--- src/rtl/swm_ram.sv ---
// Generic single-write, single-read RAM with registered read data.
`timescale 1ns / 1ps

module swm_ram #(
    parameter int WIDTH = 32,
    parameter int DEPTH = 64
) (
    input  logic                                   clk,
    input  logic                                   we,
    input  logic [((DEPTH > 1) ? $clog2(DEPTH) : 1)-1:0] waddr,
    input  logic [WIDTH-1:0]                       wdata,
    input  logic                                   re,
    input  logic [((DEPTH > 1) ? $clog2(DEPTH) : 1)-1:0] raddr,
    output logic [WIDTH-1:0]                       rdata
);

    logic [WIDTH-1:0] mem [DEPTH];

    always_ff @(posedge clk)
    begin
        if (we)
        begin
            mem[waddr] <= wdata;
        end
        if (re)
        begin
            rdata <= mem[raddr];
        end
    end

endmodule

--- config.mk ---
export PLATFORM = sky130hd
export DESIGN_NAME = swm_ram
export DESIGN_NICKNAME = d
export VERILOG_FILES = /design/src/rtl/swm_ram.sv
export SDC_FILE = /design/constraint.sdc
export NUM_CORES = 2
export LEC_CHECK = 0
export ABC_AREA = 1
export BUFFER_PORTS_ARGS = -buffer_cell sky130_fd_sc_hd__buf_4
export CORE_MARGIN = 2
export CORE_UTILIZATION = 55
export CTS_CLUSTER_DIAMETER = 120
export DETAILED_ROUTE_END_ITERATION = 10
export GPL_ROUTABILITY_DRIVEN = 0
export GPL_TIMING_DRIVEN = 1
export PLACE_DENSITY = 0.72
export SLEW_MARGIN = 30
export SYNTH_ARGS = -nofsm -noshare
export SYNTH_HDL_FRONTEND = slang
export SYNTH_SLANG_ARGS = --single-unit
export TNS_END_PERCENT = 1
--- constraint.sdc ---
create_clock -name clk -period 5.66 [get_ports clk]
set_input_delay 0.566 -clock clk [delete_from_list [all_inputs] [get_ports clk]]
set_output_delay 0.566 -clock clk [all_outputs]
set_load 0.02 [all_outputs]
==> results.cfg <==
[die]
die_w_um = 393
die_area_mm2 = 0.154
die_h_um = 393
rows = 142
initial_core_util_pct = 55.4
core_mm2 = 0.150
ios = 79

[timing]
period_share_pct = 75.3
slew_violations = 0
hold_viol_final = 0
finClkSkew_ns = 0.0350
tns_ns = 0
tightest_slew_ns = 1.23
max_freq_mhz = 235
setup_viol = 0
timing.final.crit_period_ns = 4.26
rsz0062_at_grt = false
relSlewSlack_pct = 17.9

[route]
route.vias.total = 55263
initialDrtViolationCount = 8259
ant_nets = 0
firstDrtPassIters = 8
detail_route.wl_per_cell_um = 26.4
vias_per_cell = 6.19
drt_wl_total_mm = 236
drc = 0

[clock_tree]
cts_setup_buffers = 0
cts_tree = built
h-tree-depth = 4
clockBufferDepth = 3
cts.clk_slew.worst_paths_ns = 0.06
insertion_delay_ns = 0.85
cts_buffers = 200
ctsResizeCount = 0
postCtsHoldBufs = 0
cts_num_sinks = 2080
cts_root_buf = clkbuf_16

[global_routing]
grt_antenna_before_repair = 12
grt_pass1_wl_mm = 344
grt_max_degree = 247
grt.met1_usage_pct = 41.6
busiest_layer = met2
gr-total-overflow = 0
track_usage_pct = 30.5
grt_pass1_vias = 52514
grt_use_met2_pct = 46.7
grtUsageMet3_pct = 6.49

[setup_path]
critPathMaxFanout = 246
path_class = in -> reg
reg2reg_from = mem[7][8]
reg2reg_slack_ns = 3.40
worst_setup_path_end_kind = flop
crit_required_ns = 6.20
worstSetupStartpointType = input port
reg2reg_depth = 8
worstReg2RegEnd = rdata[8]
arrival_ns = 4.81

[logic_synthesis]
synth_edf_count = 2080
synth_cell_types = 15
yosysTopAreaCell = edfxtp_1
yosys_warnings = 0
synthArstFlopShare_pct = 0
ys_seq_elements = 2080
yosysTopAreaCellShare_pct = 75.2
synth_area_per_cell_um2 = 12.3
synth_fp_nets = 6816
ys_seq_area_share_pct = 75.2
synthesis.area_mm2 = 0.0831
synth_commonest_cells = nand2_1, edfxtp_1, nand3_1
synth_area_leaders = edfxtp_1, nand3_1, nand2_1, buf_2, buf_4
synth_ff_type = edfxtp_1
syn_inst = 6769
yosysMostFrequentCell = nand2_1

[cells_and_area]
area_growth_pct = 11.2
register_area_mm2 = 0.0625
drive_gt1_share_pct = 8.00
fin_nets = 6788
multi_input_comb_area_mm2 = 0.0188
fin_area_mm2 = 0.0924
fillers = 11121

[placed_design]
place_hpwl_mm = 122
port-buffer-count = 78
placed_cell_area_mm2 = 0.0861

[power]
worst_ir_drop_vdd_mv = 0.339
p_leak_nw = 32.3
power.density_mw_per_mm2 = 344

[status]
status = finished clean

[hold_path]
min-delay-start = wdata[12]
hold_path_end = mem[10][12]
hold_class = in -> reg
hold_path_depth = 1

[flow_run]
drv_cap = 0
## layout make-up
| cell class | instances | area share (%) |
|---|---|---|
| Inverter | 12 | 0.103 |
| Clock inverter | 125 | 0.990 |
| Timing Repair Buffer | 219 | 2.60 |
| Sequential cell | 2080 | 67.6 |
| Multi-Input combinational cell | 4228 | 20.3 |
| Tap cell | 2016 | 2.73 |
| Antenna cell | 5 | 0.0135 |
| Clock buffer | 240 | 5.63 |
## critical path, stage by stage
cell and delay, ns:
buf_8 0.58, clkinv_16 0.72, buf_12 0.56, buf_4 0.29, nand2_1 0.09, nand3_1 0.06, nand3_1 0.15, nand2_1 0.07
nand2_1 0.06, nand3_1 0.39, nand3_1 0.64, nand2_1 0.12
## flip-flops by register name (all words and copies together), names as in the netlist
signal and flops:
mem 2048, rdata 32
## through the flow
stage / std cells / hold WS [ns] / util (%) / total power, W / setup slack, ns
finish: 8925 / 0.289 / 61.6 / 0.0318 / 1.40
global route: 8920 / 0.304 / 61.6 / 0.0325 / 1.42
CTS: 8915 / 0.255 / 61.5 / 0.0318 / 1.98
global placement: 8531 / 0.845 / 57.1 / 0.0194 / 1.11
floorplan: 6769 / 0.665 / - / 0.0185 / 0.964
detailed placement: 8550 / 0.864 / 57.4 / 0.0194 / 1.12
## where the power goes
group	switching (W)	total, W	internal (W)
Combinational	0.00153	0.00199	0.000459
Sequential	0.0000635	0.0172	0.0171
Clock	0.00568	0.0126	0.00694
Total	0.00727	0.0318	0.0245
## cells in the final DEF (no fill, tap or decap), drive strengths merged
cell type,n
nand2,2248
clkinv,109
diode,5
clkinvlp,1
nor2,56
inv,18
nor4,8
clkbuf,240
buf,219
nand3,1907
bufinv,9
nand4,9
edfxtp,2080
## layer usage
layer | routed length [µm] | share of wire [%]
met3 | 29000 | 12
met1 | 86200 | 37
met5 | 82 | 0.035
met4 | 12100 | 5.1
met2 | 108000 | 46
## cell families after synthesis
| group | after synthesis | share of synthesized area, % |
|---|---|---|
| flops | 2080 | 75.2 |
| simple gates | 4228 | 22.0 |
| buf+inv | 461 | 2.77 |
## worst max path at each step
stage              from    endpoint  slack [ns]  cells after the start
6_report       raddr[0]    rdata[8]        1.40                     12
5_1_grt        raddr[0]    rdata[8]        1.42                     12
4_1_cts        raddr[0]    rdata[8]        1.98                     12
3_5_place_dp   raddr[0]    rdata[8]        1.12                     12
3_3_place_gp   raddr[0]    rdata[8]        1.11                     12
2_1_floorplan        we  mem[48][0]        0.96                      3
No activity file was read; power rests on OpenSTA's default activity.
